### src/hdl/slfa_pkg.sv
// Shared types, codes and constants of the slab free-list allocator.
`default_nettype none

package slfa_pkg;

    localparam int POOL_SLOTS_DEF = 256;
    localparam int ADDR_W         = 32;
    localparam int SIZE_W         = 17;
    localparam int CFG_IDX_W      = 1;
    localparam int STATUS_W       = 3;
    localparam int SLOT_OUT_W     = 8;
    localparam int FREE_OUT_W     = 9;
    localparam int COUNT_W        = 32;

    // configuration register indexes
    localparam logic [CFG_IDX_W-1:0] CFG_POOL_BASE = 1'd0;
    localparam logic [CFG_IDX_W-1:0] CFG_SLAB_SIZE = 1'd1;

    localparam logic [ADDR_W-1:0] POOL_BASE_RST = 32'd65536;
    localparam logic [SIZE_W-1:0] SLAB_SIZE_RST = 17'd64;

    // result status codes
    localparam logic [STATUS_W-1:0] ST_OK        = 3'd0;
    localparam logic [STATUS_W-1:0] ST_EXHAUSTED = 3'd1;
    localparam logic [STATUS_W-1:0] ST_NULL      = 3'd2;
    localparam logic [STATUS_W-1:0] ST_OUTSIDE   = 3'd3;
    localparam logic [STATUS_W-1:0] ST_NOT_HELD  = 3'd4;

    typedef struct packed {
        logic                clr_step;
        logic                in_load;
        logic                stk_rd;
        logic                acq_commit;
        logic                div_start;
        logic                held_rd;
        logic                rel_commit;
        logic                out_load;
        logic [STATUS_W-1:0] out_status;
    } cmd_t;

    typedef struct packed {
        logic clr_done;
        logic depth_zero;
        logic depth_full;
        logic addr_null;
        logic addr_low;
        logic div_done;
        logic slot_over;
        logic slot_held;
        logic out_free;
    } sts_t;

endpackage

`default_nettype wire

### src/hdl/slfa_div.sv
// Restoring divider, one quotient bit per cycle, for address to slot conversion.
`default_nettype none

module slfa_div (
    input  wire logic                       clk,
    input  wire logic                       rst_n,
    input  wire logic                       start,
    input  wire logic [slfa_pkg::ADDR_W-1:0] dividend,
    input  wire logic [slfa_pkg::SIZE_W-1:0] divisor,
    output logic                            done,
    output logic [slfa_pkg::ADDR_W-1:0]     quotient
);
    import slfa_pkg::*;

    localparam int STEPS = ADDR_W;
    localparam int CNT_W = $clog2(STEPS);
    localparam logic [CNT_W-1:0] CNT_LAST = CNT_W'(STEPS - 1);

    logic              busy_reg, busy_next;
    logic              done_reg, done_next;
    logic [CNT_W-1:0]  cnt_reg, cnt_next;
    logic [SIZE_W-1:0] rem_reg, rem_next;
    logic [ADDR_W-1:0] quo_reg, quo_next;
    logic [SIZE_W-1:0] dvs_reg, dvs_next;

    logic [SIZE_W:0]   shifted;
    logic [SIZE_W:0]   trial;
    logic              fits;

    assign shifted = {rem_reg, quo_reg[ADDR_W-1]};
    assign trial   = shifted - {1'b0, dvs_reg};
    assign fits    = shifted >= {1'b0, dvs_reg};

    always_comb
    begin
        busy_next = busy_reg;
        done_next = done_reg;
        cnt_next  = cnt_reg;
        rem_next  = rem_reg;
        quo_next  = quo_reg;
        dvs_next  = dvs_reg;
        if (start)
        begin
            busy_next = 1'b1;
            done_next = 1'b0;
            cnt_next  = '0;
            rem_next  = '0;
            quo_next  = dividend;
            dvs_next  = divisor;
        end
        else if (busy_reg)
        begin
            // remainder stays below the divisor, so the top trial bit drops
            rem_next = fits ? trial[SIZE_W-1:0] : shifted[SIZE_W-1:0];
            quo_next = {quo_reg[ADDR_W-2:0], fits};
            cnt_next = cnt_reg + CNT_W'(1);
            if (cnt_reg == CNT_LAST)
            begin
                busy_next = 1'b0;
                done_next = 1'b1;
            end
        end
    end

    always_ff @(posedge clk or negedge rst_n)
    begin
        if (!rst_n)
        begin
            busy_reg <= 1'b0;
            done_reg <= 1'b0;
            cnt_reg  <= '0;
        end
        else
        begin
            busy_reg <= busy_next;
            done_reg <= done_next;
            cnt_reg  <= cnt_next;
        end
    end

    always_ff @(posedge clk)
    begin
        rem_reg <= rem_next;
        quo_reg <= quo_next;
        dvs_reg <= dvs_next;
    end

    assign done     = done_reg;
    assign quotient = quo_reg;

endmodule

`default_nettype wire

### src/hdl/slfa_dpath.sv
// Allocator datapath: config registers, free stack, held map, divider and result register.
`default_nettype none

module slfa_dpath #(
    parameter int POOL_SLOTS = slfa_pkg::POOL_SLOTS_DEF
) (
    input  wire logic                          clk,
    input  wire logic                          rst_n,
    input  wire slfa_pkg::cmd_t                cmd,
    output slfa_pkg::sts_t                     sts,
    input  wire logic                          cfg_we,
    input  wire logic [slfa_pkg::CFG_IDX_W-1:0] cfg_index,
    input  wire logic [slfa_pkg::ADDR_W-1:0]   cfg_data,
    input  wire logic                          opcode,
    input  wire logic [slfa_pkg::ADDR_W-1:0]   slab_address,
    output logic                               out_valid,
    input  wire logic                          out_stall,
    output logic                               accepted,
    output logic [slfa_pkg::STATUS_W-1:0]      status,
    output logic [slfa_pkg::SLOT_OUT_W-1:0]    slot_index,
    output logic [slfa_pkg::ADDR_W-1:0]        granted_address,
    output logic [slfa_pkg::FREE_OUT_W-1:0]    free_slots,
    output logic [slfa_pkg::COUNT_W-1:0]       acquired_total,
    output logic [slfa_pkg::COUNT_W-1:0]       released_total
);
    import slfa_pkg::*;

    localparam int SLOT_W  = $clog2(POOL_SLOTS);
    localparam int DEPTH_W = $clog2(POOL_SLOTS + 1);
    localparam int PROD_W  = SIZE_W + SLOT_W;
    localparam logic [SLOT_W-1:0]  SLOT_MAX   = SLOT_W'(POOL_SLOTS - 1);
    localparam logic [DEPTH_W-1:0] DEPTH_FULL = DEPTH_W'(POOL_SLOTS);
    localparam logic [ADDR_W-1:0]  SLOT_LIMIT = ADDR_W'(POOL_SLOTS);

    // configuration
    logic [ADDR_W-1:0]  pool_base_reg;
    logic [SIZE_W-1:0]  slab_size_reg;

    // captured transaction
    logic               op_reg;
    logic [ADDR_W-1:0]  addr_reg;

    // free stack and held map
    logic [SLOT_W-1:0]  stack_mem [POOL_SLOTS];
    logic               held_mem  [POOL_SLOTS];
    logic [DEPTH_W-1:0] depth_reg, depth_next;
    logic [DEPTH_W-1:0] min_depth_reg, min_depth_next;
    logic [SLOT_W-1:0]  stk_q_reg;
    logic [SLOT_W-1:0]  stk_dflt_reg;
    logic               stk_new_reg;
    logic               held_q_reg;
    logic [SLOT_W-1:0]  clr_cnt_reg;

    logic [DEPTH_W-1:0] depth_dec;
    logic [SLOT_W-1:0]  top_idx;
    logic [SLOT_W-1:0]  pop_slot;
    logic [SLOT_W-1:0]  rel_slot;
    logic               held_we;
    logic [SLOT_W-1:0]  held_wa;
    logic               held_wd;

    // arithmetic
    logic [ADDR_W-1:0]  div_q;
    logic               div_done;
    logic [PROD_W-1:0]  prod_reg;
    logic [SLOT_W-1:0]  slot_reg;
    logic [COUNT_W-1:0] acq_cnt_reg;
    logic [COUNT_W-1:0] rel_cnt_reg;

    // result register
    logic                  out_valid_reg, out_valid_next;
    logic                  res_ok_reg;
    logic [STATUS_W-1:0]   res_status_reg;
    logic [SLOT_OUT_W-1:0] res_slot_reg;
    logic [ADDR_W-1:0]     res_addr_reg;
    logic [FREE_OUT_W-1:0] res_free_reg;
    logic [COUNT_W-1:0]    res_acq_reg;
    logic [COUNT_W-1:0]    res_rel_reg;

    logic [31:0]        slot_ext;
    logic [31:0]        depth_ext;
    logic               res_ok;

    assign depth_dec = depth_reg - DEPTH_W'(1);
    assign top_idx   = depth_dec[SLOT_W-1:0];
    // entries below the lowest depth reached were never overwritten
    assign pop_slot  = stk_new_reg ? stk_q_reg : stk_dflt_reg;
    assign rel_slot  = div_q[SLOT_W-1:0];

    always_ff @(posedge clk or negedge rst_n)
    begin
        if (!rst_n)
        begin
            pool_base_reg <= POOL_BASE_RST;
            slab_size_reg <= SLAB_SIZE_RST;
        end
        else if (cfg_we)
        begin
            case (cfg_index)
                CFG_POOL_BASE: pool_base_reg <= cfg_data;
                CFG_SLAB_SIZE: slab_size_reg <= cfg_data[SIZE_W-1:0];
                default:       ;
            endcase
        end
    end

    always_ff @(posedge clk)
    begin
        if (cmd.in_load)
        begin
            op_reg   <= opcode;
            addr_reg <= slab_address;
        end
    end

    slfa_div u_div (
        .clk      (clk),
        .rst_n    (rst_n),
        .start    (cmd.div_start),
        .dividend (addr_reg - pool_base_reg),
        .divisor  (slab_size_reg),
        .done     (div_done),
        .quotient (div_q)
    );

    always_comb
    begin
        depth_next     = depth_reg;
        min_depth_next = min_depth_reg;
        if (cmd.acq_commit)
        begin
            depth_next = depth_dec;
            if (depth_dec < min_depth_reg)
            begin
                min_depth_next = depth_dec;
            end
        end
        else if (cmd.rel_commit)
        begin
            depth_next = depth_reg + DEPTH_W'(1);
        end
    end

    always_ff @(posedge clk or negedge rst_n)
    begin
        if (!rst_n)
        begin
            depth_reg     <= DEPTH_FULL;
            min_depth_reg <= DEPTH_FULL;
            clr_cnt_reg   <= '0;
            acq_cnt_reg   <= '0;
            rel_cnt_reg   <= '0;
        end
        else
        begin
            depth_reg     <= depth_next;
            min_depth_reg <= min_depth_next;
            if (cmd.clr_step)
            begin
                clr_cnt_reg <= clr_cnt_reg + SLOT_W'(1);
            end
            if (cmd.acq_commit)
            begin
                acq_cnt_reg <= acq_cnt_reg + COUNT_W'(1);
            end
            if (cmd.rel_commit)
            begin
                rel_cnt_reg <= rel_cnt_reg + COUNT_W'(1);
            end
        end
    end

    // free stack: push on release, registered read of the top on acquire
    always_ff @(posedge clk)
    begin
        if (cmd.rel_commit)
        begin
            stack_mem[depth_reg[SLOT_W-1:0]] <= rel_slot;
        end
        if (cmd.stk_rd)
        begin
            stk_q_reg    <= stack_mem[top_idx];
            stk_dflt_reg <= SLOT_MAX - top_idx;
            stk_new_reg  <= depth_dec >= min_depth_reg;
        end
    end

    // held map: cleared after reset, set on acquire, cleared on release
    always_comb
    begin
        held_we = cmd.clr_step | cmd.acq_commit | cmd.rel_commit;
        held_wa = clr_cnt_reg;
        held_wd = 1'b0;
        if (cmd.acq_commit)
        begin
            held_wa = pop_slot;
            held_wd = 1'b1;
        end
        else if (cmd.rel_commit)
        begin
            held_wa = rel_slot;
        end
    end

    always_ff @(posedge clk)
    begin
        if (held_we)
        begin
            held_mem[held_wa] <= held_wd;
        end
        if (cmd.held_rd)
        begin
            held_q_reg <= held_mem[rel_slot];
        end
    end

    always_ff @(posedge clk)
    begin
        if (cmd.acq_commit)
        begin
            slot_reg <= pop_slot;
            prod_reg <= PROD_W'(slab_size_reg) * PROD_W'(pop_slot);
        end
        else if (cmd.rel_commit)
        begin
            slot_reg <= rel_slot;
        end
    end

    assign slot_ext  = 32'(slot_reg);
    assign depth_ext = 32'(depth_reg);
    assign res_ok    = cmd.out_status == ST_OK;

    always_comb
    begin
        out_valid_next = out_valid_reg;
        if (cmd.out_load)
        begin
            out_valid_next = 1'b1;
        end
        else if (!out_stall)
        begin
            out_valid_next = 1'b0;
        end
    end

    always_ff @(posedge clk or negedge rst_n)
    begin
        if (!rst_n)
        begin
            out_valid_reg <= 1'b0;
        end
        else
        begin
            out_valid_reg <= out_valid_next;
        end
    end

    always_ff @(posedge clk)
    begin
        if (cmd.out_load)
        begin
            res_ok_reg     <= res_ok;
            res_status_reg <= cmd.out_status;
            res_slot_reg   <= res_ok ? slot_ext[SLOT_OUT_W-1:0] : '0;
            res_addr_reg   <= (res_ok && !op_reg) ?
                              pool_base_reg + ADDR_W'(prod_reg) : '0;
            res_free_reg   <= depth_ext[FREE_OUT_W-1:0];
            res_acq_reg    <= acq_cnt_reg;
            res_rel_reg    <= rel_cnt_reg;
        end
    end

    always_comb
    begin
        sts.clr_done   = clr_cnt_reg == SLOT_MAX;
        sts.depth_zero = depth_reg == '0;
        sts.depth_full = depth_reg >= DEPTH_FULL;
        sts.addr_null  = addr_reg == '0;
        sts.addr_low   = (addr_reg < pool_base_reg) || (slab_size_reg == '0);
        sts.div_done   = div_done;
        sts.slot_over  = div_q >= SLOT_LIMIT;
        sts.slot_held  = held_q_reg;
        sts.out_free   = !out_valid_reg || !out_stall;
    end

    assign out_valid       = out_valid_reg;
    assign accepted        = res_ok_reg;
    assign status          = res_status_reg;
    assign slot_index      = res_slot_reg;
    assign granted_address = res_addr_reg;
    assign free_slots      = res_free_reg;
    assign acquired_total  = res_acq_reg;
    assign released_total  = res_rel_reg;

endmodule

`default_nettype wire

### src/hdl/slfa_ctrl.sv
// Allocator controller: sequences clearing, acquire and release transactions.
`default_nettype none

module slfa_ctrl (
    input  wire logic           clk,
    input  wire logic           rst_n,
    input  wire logic           in_valid,
    output logic                in_stall,
    input  wire logic           opcode,
    input  wire slfa_pkg::sts_t sts,
    output slfa_pkg::cmd_t      cmd
);
    import slfa_pkg::*;

    localparam logic [3:0] S_CLEAR   = 4'd0;
    localparam logic [3:0] S_IDLE    = 4'd1;
    localparam logic [3:0] S_ACQ_RD  = 4'd2;
    localparam logic [3:0] S_ACQ_WR  = 4'd3;
    localparam logic [3:0] S_REL_CHK = 4'd4;
    localparam logic [3:0] S_REL_DIV = 4'd5;
    localparam logic [3:0] S_REL_WR  = 4'd6;
    localparam logic [3:0] S_FIN     = 4'd7;

    logic [3:0]          state_reg, state_next;
    logic [STATUS_W-1:0] status_reg, status_next;

    assign in_stall = state_reg != S_IDLE;

    always_comb
    begin
        state_next     = state_reg;
        status_next    = status_reg;
        cmd            = '0;
        cmd.out_status = status_reg;
        case (state_reg)
            S_CLEAR:
            begin
                cmd.clr_step = 1'b1;
                if (sts.clr_done)
                begin
                    state_next = S_IDLE;
                end
            end
            S_IDLE:
            begin
                if (in_valid)
                begin
                    cmd.in_load = 1'b1;
                    state_next  = opcode ? S_REL_CHK : S_ACQ_RD;
                end
            end
            S_ACQ_RD:
            begin
                if (sts.depth_zero)
                begin
                    status_next = ST_EXHAUSTED;
                    state_next  = S_FIN;
                end
                else
                begin
                    cmd.stk_rd = 1'b1;
                    state_next = S_ACQ_WR;
                end
            end
            S_ACQ_WR:
            begin
                cmd.acq_commit = 1'b1;
                status_next    = ST_OK;
                state_next     = S_FIN;
            end
            S_REL_CHK:
            begin
                if (sts.addr_null)
                begin
                    status_next = ST_NULL;
                    state_next  = S_FIN;
                end
                else if (sts.addr_low)
                begin
                    status_next = ST_OUTSIDE;
                    state_next  = S_FIN;
                end
                else
                begin
                    cmd.div_start = 1'b1;
                    state_next    = S_REL_DIV;
                end
            end
            S_REL_DIV:
            begin
                if (sts.div_done)
                begin
                    if (sts.slot_over)
                    begin
                        status_next = ST_OUTSIDE;
                        state_next  = S_FIN;
                    end
                    else
                    begin
                        cmd.held_rd = 1'b1;
                        state_next  = S_REL_WR;
                    end
                end
            end
            S_REL_WR:
            begin
                if (!sts.slot_held || sts.depth_full)
                begin
                    status_next = ST_NOT_HELD;
                end
                else
                begin
                    cmd.rel_commit = 1'b1;
                    status_next    = ST_OK;
                end
                state_next = S_FIN;
            end
            S_FIN:
            begin
                if (sts.out_free)
                begin
                    cmd.out_load = 1'b1;
                    state_next   = S_IDLE;
                end
            end
            default:
            begin
                state_next = S_IDLE;
            end
        endcase
    end

    always_ff @(posedge clk or negedge rst_n)
    begin
        if (!rst_n)
        begin
            state_reg  <= S_CLEAR;
            status_reg <= ST_OK;
        end
        else
        begin
            state_reg  <= state_next;
            status_reg <= status_next;
        end
    end

endmodule

`default_nettype wire

### src/hdl/slab_free_list_allocator.sv
// Slab allocator top level: LIFO free list of slots with held-slot checking.
// An acquire reads the top of the free stack, then commits it; when the list is exhausted it
//   ends at once. A release ends at once on a null or low address; else the 32-step restoring
//   divider runs and it ends past the pool, or reads the held map, then commits or refuses.
// One transaction at a time; the next can be taken in the cycle after the result loads.
// Reset: all slots free, slot 0 on top; no input is taken while the held map is cleared.
`default_nettype none

module slab_free_list_allocator #(
    parameter int POOL_SLOTS = slfa_pkg::POOL_SLOTS_DEF
) (
    input  wire logic                           clk,
    input  wire logic                           rst_n,
    // configuration write port
    input  wire logic                           cfg_we,
    input  wire logic [slfa_pkg::CFG_IDX_W-1:0] cfg_index,
    input  wire logic [slfa_pkg::ADDR_W-1:0]    cfg_data,
    // request channel
    input  wire logic                           in_valid,
    output logic                                in_stall,
    input  wire logic                           opcode,
    input  wire logic [slfa_pkg::ADDR_W-1:0]    slab_address,
    // result channel
    output logic                                out_valid,
    input  wire logic                           out_stall,
    output logic                                accepted,
    output logic [slfa_pkg::STATUS_W-1:0]       status,
    output logic [slfa_pkg::SLOT_OUT_W-1:0]     slot_index,
    output logic [slfa_pkg::ADDR_W-1:0]         granted_address,
    output logic [slfa_pkg::FREE_OUT_W-1:0]     free_slots,
    output logic [slfa_pkg::COUNT_W-1:0]        acquired_total,
    output logic [slfa_pkg::COUNT_W-1:0]        released_total
);
    import slfa_pkg::*;

    // command and status bundles between controller and datapath
    cmd_t cmd;
    sts_t sts;

    // Controller: walks each transaction through its steps, holds the input
    // channel while busy, and waits on the result register only at the end,
    // so a new transaction can be taken while a result is still pending.
    slfa_ctrl u_ctrl (
        .clk      (clk),
        .rst_n    (rst_n),
        .in_valid (in_valid),
        .in_stall (in_stall),
        .opcode   (opcode),
        .sts      (sts),
        .cmd      (cmd)
    );

    // Datapath: configuration, free stack, held map, divider, multiplier for
    // the granted address, running totals and the result register.
    slfa_dpath #(
        .POOL_SLOTS (POOL_SLOTS)
    ) u_dpath (
        .clk             (clk),
        .rst_n           (rst_n),
        .cmd             (cmd),
        .sts             (sts),
        .cfg_we          (cfg_we),
        .cfg_index       (cfg_index),
        .cfg_data        (cfg_data),
        .opcode          (opcode),
        .slab_address    (slab_address),
        .out_valid       (out_valid),
        .out_stall       (out_stall),
        .accepted        (accepted),
        .status          (status),
        .slot_index      (slot_index),
        .granted_address (granted_address),
        .free_slots      (free_slots),
        .acquired_total  (acquired_total),
        .released_total  (released_total)
    );

endmodule

`default_nettype wire

### config.mk
export PLATFORM = sky130hd
export DESIGN_NAME = slab_free_list_allocator
export DESIGN_NICKNAME = d
export VERILOG_FILES = /design/src/hdl/slfa_pkg.sv /design/src/hdl/slfa_div.sv /design/src/hdl/slfa_dpath.sv /design/src/hdl/slfa_ctrl.sv /design/src/hdl/slab_free_list_allocator.sv
export SDC_FILE = /design/constraint.sdc
export NUM_CORES = 2
export LEC_CHECK = 0
export ABC_CLOCK_PERIOD_IN_PS = 6670
export BUFFER_PORTS_ARGS = -buffer_cell sky130_fd_sc_hd__buf_2
export CORE_ASPECT_RATIO = 1.5
export CORE_MARGIN = 5
export CORE_UTILIZATION = 30
export CTS_CLUSTER_DIAMETER = 120
export DETAILED_ROUTE_END_ITERATION = 8
export PLACE_DENSITY_LB_ADDON = 0.2
export REMOVE_ABC_BUFFERS = 1
export SETUP_SLACK_MARGIN = 0.02
export SKIP_LAST_GASP = 1
export SLEW_MARGIN = 20
export SYNTH_ARGS = -nofsm -noshare
export SYNTH_HDL_FRONTEND = slang
export SYNTH_SLANG_ARGS = --single-unit
### constraint.sdc
create_clock -name clk -period 6.67 [get_ports clk]
set_input_delay 0.667 -clock clk [delete_from_list [all_inputs] [get_ports clk]]
set_output_delay 0.667 -clock clk [all_outputs]
set_load 0.02 [all_outputs]
# Word level (Yosys, flattened, before mapping)
# Memories as Yosys holds them, arrays and structs flattened. A register that Yosys moved wholly into a read port is not among the register bits.
# Index checks and enable logic that the tools add are counted.
dict set report classes {
  addsub 10
  multipliers 1
  order_cmp 6
  n_eq_ne 18
  mux 58
  n_bitwise 3
  reduce_logical 24
}
# operator count
set op_table {}
lappend op_table {{$add 32x1->32 const B} 2}
lappend op_table {{$mux 32} 2}
lappend op_table {{$mux 8} 5}
lappend op_table {{$add 32x25->32} 1}
lappend op_table {{$ge 32x9->1 const B} 1}
lappend op_table {{$logic_not 32->1} 1}
lappend op_table {{$lt 32x32->1} 1}
lappend op_table {{$sub 32x32->32} 1}
lappend op_table {{$mux 1} 30}
lappend op_table {{$pmux 4 s7} 1}
lappend op_table {{$mul 17x8->25} 1}
lappend op_table {{$mux 3} 8}
lappend op_table {{$ge 18x17->1} 1}
lappend op_table {{$mux 9} 2}
lappend op_table {{$logic_not 17->1} 1}
lappend op_table {{$mux 17} 1}
lappend op_table {{$sub 17x17->17} 1}
lappend op_table {{$eq 4x3->1 const B} 4}
lappend op_table {{$mux 4} 4}
lappend op_table {{$pmux 3 s5} 1}
lappend op_table {{$mux 5} 2}
lappend op_table {{$ne 2x2->1 const B} 5}
lappend op_table {{$add 9x1->9 const B} 1}
lappend op_table {{$ge 9x9->1} 1}
lappend op_table {{28 further kinds} 42}
dict set report word_totals {
  regBits 412
  mem_bits_rw 2304
  in_bits 71
  word_cells 151
  n_memories 2
}
# memory words width read_ports rd_clocked_by_memory_dff wr line_no
set memory_table {}
lappend memory_table {u_dpath.stack_mem 256 8 1 1 1 slfa_dpath.sv:44} ;# logic [SLOT_W-1:0] stack_mem [POOL_SLOTS];
lappend memory_table {u_dpath.held_mem 256 1 1 1 1 slfa_dpath.sv:45} ;# logic held_mem [POOL_SLOTS];

# Longest topological paths before layout
dict set report logic_depth {
  depth_word 7
  ltp_mapped 21
  ltp_nobuf 19
}

# By module
# From an unflattened synthesis, not the netlist that was laid out.
dict set report unflattened {
  cells_unflattened 7060
  hier_area_um2 115498.3
}
# mod instances cells_per_inst area_each_um2 seq_area_each_um2
set by_module_without_submodules {}
lappend by_module_without_submodules {slfa_dpath 1 6653 111042.7 78730.5}
lappend by_module_without_submodules {slfa_div 1 341 3933.8 1986.9}
lappend by_module_without_submodules {slfa_ctrl 1 66 521.8 150.1}

# Worst setup path before layout
# OpenSTA, ideal clock, no wires.
dict set report synth_timing {
  kind {register to register}
  startpoint {register u_ctrl.state_reg[2]}
  endpoint {register u_dpath.res_ok_reg (netlist: u_dpath.accepted), enable pin}
  setup_ns 0.631
  arrival_ns 6.683
  t_required_ns 6.039
  slack_ns -0.644
  path_stages_with_launch 5
  period_less_slack_ns 7.314
  path_cell_list {dfrtp_1 clkbuf_1 clkbuf_1 nand3_1 a21oi_1}
}
# item line_no
set synth_lines {}
lappend synth_lines {{from (decl)} slfa_ctrl.sv:24} ;# logic [3:0] state_reg, state_next;
lappend synth_lines {{from (signal assigned)} slfa_ctrl.sv:142} ;# state_reg <= state_next;
lappend synth_lines {{to (signal assigned)} slfa_dpath.sv:263} ;# res_ok_reg <= res_ok;
lappend synth_lines {{to (decl)} slfa_dpath.sv:72} ;# logic res_ok_reg;

# Final worst setup path
dict set report layout_timing {
  startpoint {register u_dpath.stk_new_reg}
  endpoint {register u_dpath.prod_reg[24], data pin}
}
dict set report layout_via {
  elab_chain_len 2
}
# item line_no
set layout_rtl {}
lappend layout_rtl {{from (decl)} slfa_dpath.sv:50} ;# logic stk_new_reg;
lappend layout_rtl {{from (signal assigned)} slfa_dpath.sv:184} ;# stk_new_reg <= depth_dec >= min_depth_reg;
lappend layout_rtl {{$mux 8} slfa_dpath.sv:87} ;# assign pop_slot = stk_new_reg ? stk_q_reg : stk_dflt_reg;
lappend layout_rtl {{$mul 17x8->25} slfa_dpath.sv:222} ;# prod_reg <= PROD_W'(slab_size_reg) * PROD_W'(pop_slot);
lappend layout_rtl {{to (signal assigned)} slfa_dpath.sv:222}
lappend layout_rtl {{to (decl)} slfa_dpath.sv:65} ;# logic [PROD_W-1:0] prod_reg;
# No other way between the ends.
# A chain may end at the register's enable or synchronous reset.

==> results by group <==
Global route
  – Largest net degree at the start of global routing: around 260
  – First-pass GRT wire length: roughly 460 mm
  – Vias in the first global route: around 62,000
  – Total grt overflow: 0
  – Antenna violations before repair: 10
  – GRT Overall Usage: 0.156

Critical path
  – Worst setup path startpoint: u_dpath.stk_new_reg
  – CP peak stage delay: between 0.7 and 0.8 ns
  – Cell family contributing the most delay on the critical path: adder cells
  – CP Max Fanout: 10
  – CP required: around 7.3 ns
  – Worst setup EP type: flip-flop
  – Crit path kind: flip-flop to flip-flop
  – CP arrival: between 6 and 7 ns
  – Crit path to: u_dpath.prod_reg[24]
  – Reg2Reg Depth: 17
  – Critical path depth: 17
  – CP startpoint kind: flip-flop
  – R2r startpoint: u_dpath.stk_new_reg
  – CP Cell Sequence: mux2i_2 > buf_4 > buf_4 > nor2b_1 > fa_1 > fa_1 > fa_1 > inv_1 > fa_1 > inv_1 > ha_1 > nand4_1 > o311ai_0 > a311oi_1 > o21bai_1 > a21oi_1 > xnor2_1
  – Reg-to-reg endpoint: u_dpath.prod_reg[24]
  – Slowest cell on crit path: o311ai_0
  – CP bufs+invs: 4
  – Most used cell, CP: fa_1
  – Worst R2R Setup Slack: between 0.6 and 0.7 ns

Pwr
  – Maximum VDD drop: ~0.00057 V
  – NetSw: ~23 mW
  – Pwr dens: just under 500 mW/mm^2
  – Int Pwr: 40.9 mW
  – Combinational share of power: 0.407
  – Flop pwr share: 0.349
  – Sw Share: 0.364
  – Clock Power Share: 0.244
  – Pleak: approximately 43 nW

Logic synthesis
  – Post-synth top area cell: edfxtp_1
  – Fraction of registers with async set/reset: 0.0562
  – Most common cell in the synthesized netlist: edfxtp_1
  – Area share of the largest cell type after synthesis: 0.670
  – Post-Syn Instances: ~6,400
  – Flops & latches, synth: 2,724
  – Synth Warn #: 0
  – Synth area leaders: edfxtp_1 67%, mux4_2 14%, dfrtp_1 3.3%
  – Syn_area_per_cell: 18.0 sq um
  – Distinct cell type count after synthesis: 73
  – Seq/Total Area, Yosys: 0.707
  – Ys flop type: edfxtp_1
  – EDFF count, synth: ~2,600
  – Commonest cells post-synth: 2,554 x edfxtp_1, 725 x mux4_2, 649 x nor2_1
  – Mapped Area: 0.114 sq mm

Placement
  – PortBufs: 189
  – Placed wire-length estimate: 200 mm
  – GP Congestion: 0.822
  – Area after DPL: ~0.12 sq mm

STA
  – Final min period: 6.03 ns
  – Final Setup Violations: 0
  – Worst slew margin: 0.184
  – Setup tns final: 0 ns
  – Final hold violation count: 0
  – Final Max Slew Viols: 0
  – Worst Clk Skew: around 0.087 ns
  – Slew @ Worst Pin: 1.22 ns
  – Fin crit share: 0.905
  – Peak Freq: 166 MHz
  – RSZ-0062 raised after global routing: false

Floorplanning
  – # rows: around 280
  – Die outline width: around 500 um
  – Ports: 190
  – Die Area: roughly 0.4 sq mm
  – Core Region: 0.380 sq mm
  – Starting Density: 0.301
  – Chip height: approximately 770 um

Detailed routing
  – Starting DRT DRC Count: 4,769
  – Final WL: around 310 mm
  – Drt wl/cell: roughly 26 um
  – Antenna Nets Post-Route: 0
  – Remaining DRCs: 0
  – Vias: about 59,000
  – Drt pass-1 iters: 5
  – Via density: 4.96

Layout
  – Post-layout util: 0.346
  – Layout overhead on the synthesized area: 14.7%
  – # nets final: 6,982
  – Fillers: between 30,000 and 40,000
  – Max reg flops: ~2,000
  – Share of cells above drive strength 1: 0.223
  – Fin area: between 0.1 and 0.15 sq mm

Clocking
  – Clk sinks: ~2,700
  – Longest Clk Path Bufs: 4
  – Clock-pin slew on the worst setup and hold paths: about 0.060 ns
  – Clock Tree Root: clkbuf_16
  – PostCTS Resize Cnt: 0
  – Clk Latency, worst-skew pair: approximately 0.89 ns
  – H-tree depth: 5
  – TritonCTS buffer count: around 280
  – CTS tree: built

Run status
  – Outcome: completed

Run
  – Max-Cap Viols: 0

Hold path
  – Hold Path Class: primary input to flip-flop
timing repair:
action / in CTS / in global routing
endpoints found under the setup margin: 0 / 0
hold buffers: 53 / 0
hold endpoints to repair: 136 / 0
setup buffers: 0 / 0
per-stage QoR:
step           hold slack [ns]  setup slack, ns  cells  power, mW
6_report                0.0791            0.636  11900       64.3
5_1_grt                 0.0442            0.310  11900       67.4
4_1_cts               0.000637            0.621  11900       65.4
3_5_place_dp             0.453            0.687  11400       49.6
3_3_place_gp             0.455            0.703  11400       49.4
2_1_floorplan            0.371           -28.52   6036       37.4
cell usage in the layout (no fill, tap or decap), drive strengths merged, types with 14 or more instances in the layout:
cell type	n
edfxtp	2554
mux4	725
nor2	649
nand2	363
clkbuf	349
buf	311
inv	208
dfrtp	149
ha	138
a21oi	117
o21ai	117
xnor2	99
clkinv	94
fa	93
nor2b	93
and2	78
nand3	78
dlygate4sd3	53
mux2	52
and3	47
xor2	47
nand4	42
nor3	37
a211oi	32
a31oi	29
nand2b	28
o21a	28
mux2i	27
bufinv	25
nor4	25
a21o	23
dfxtp	17
or3	14
power by group through the flow:
| stage | combinational, mW | sequential, mW | clock, mW |
|---|---|---|---|
| 3_5_place_dp | 26.8 | 22.8 | 0 |
| 2_1_floorplan | 13.0 | 24.4 | 0 |
| 4_1_cts | 26.9 | 22.4 | 16.1 |
| 3_3_place_gp | 26.6 | 22.8 | 0 |
| 6_report | 26.2 | 22.4 | 15.7 |
| 5_1_grt | 28.1 | 22.5 | 16.8 |
worst min-delay path by stage:
stage,start,to,slack (ns),cells past startpoint
2_1_floorplan,rst_n,u_ctrl.state_reg[0],0.37,0
3_5_place_dp,u_dpath.acq_cnt_reg[31],u_dpath.acq_cnt_reg[31],0.45,1
6_report,cfg_data[22],u_dpath.pool_base_reg[22],0.08,3
3_3_place_gp,u_dpath.acq_cnt_reg[31],u_dpath.acq_cnt_reg[31],0.46,1
5_1_grt,cfg_data[0],u_dpath.slab_size_reg[0],0.04,2
4_1_cts,cfg_data[22],u_dpath.pool_base_reg[22],0.0006,3
layer usage:
layer / vias to the layer above / global-route usage / wire length [um]
li1: 25500 / - / -
met1: 31700 / 0.190 / 124000
met2: 1466 / 0.288 / 168000
met3: 425 / 0.0208 / 12800
met4: 0 / 0.0448 / 9620
met5: - / 0 / 0
cell type report:
cell class | instances | area [sq um] | share of cell area
antenna | 2 | 5.00 | 0.0000382
multi-input combinational | 3109 | 31700 | 0.242
timing repair buffer | 364 | 2590 | 0.0197
tap | 5022 | 6280 | 0.0479
clock buffer | 349 | 7560 | 0.0576
inverter | 203 | 774 | 0.00590
clock inverter | 136 | 1410 | 0.0107
sequential | 2724 | 80900 | 0.616
worst min-delay path: cells and delay by family:
family | cells | cell delay [ns]
AND/OR/NAND/NOR | 1 | 0.05
buffers and inverters | 1 | 0.09
AO/OA/AOI/OAI | 1 | 0.07
logic make-up after synthesis:
| group | count (synthesis) | synth area share |
|---|---|---|
| buffers and inverters | 520 | 0.0180 |
| xor gates and xnor gates | 146 | 0.0112 |
| AOI/OAI and AO/OA | 441 | 0.0241 |
| adders and majority gates | 231 | 0.0314 |
| DFF | 2724 | 0.707 |
| muxes | 804 | 0.150 |
| and+or+nand+nor | 1487 | 0.0584 |
No activity file was read; power rests on OpenSTA's default activity.
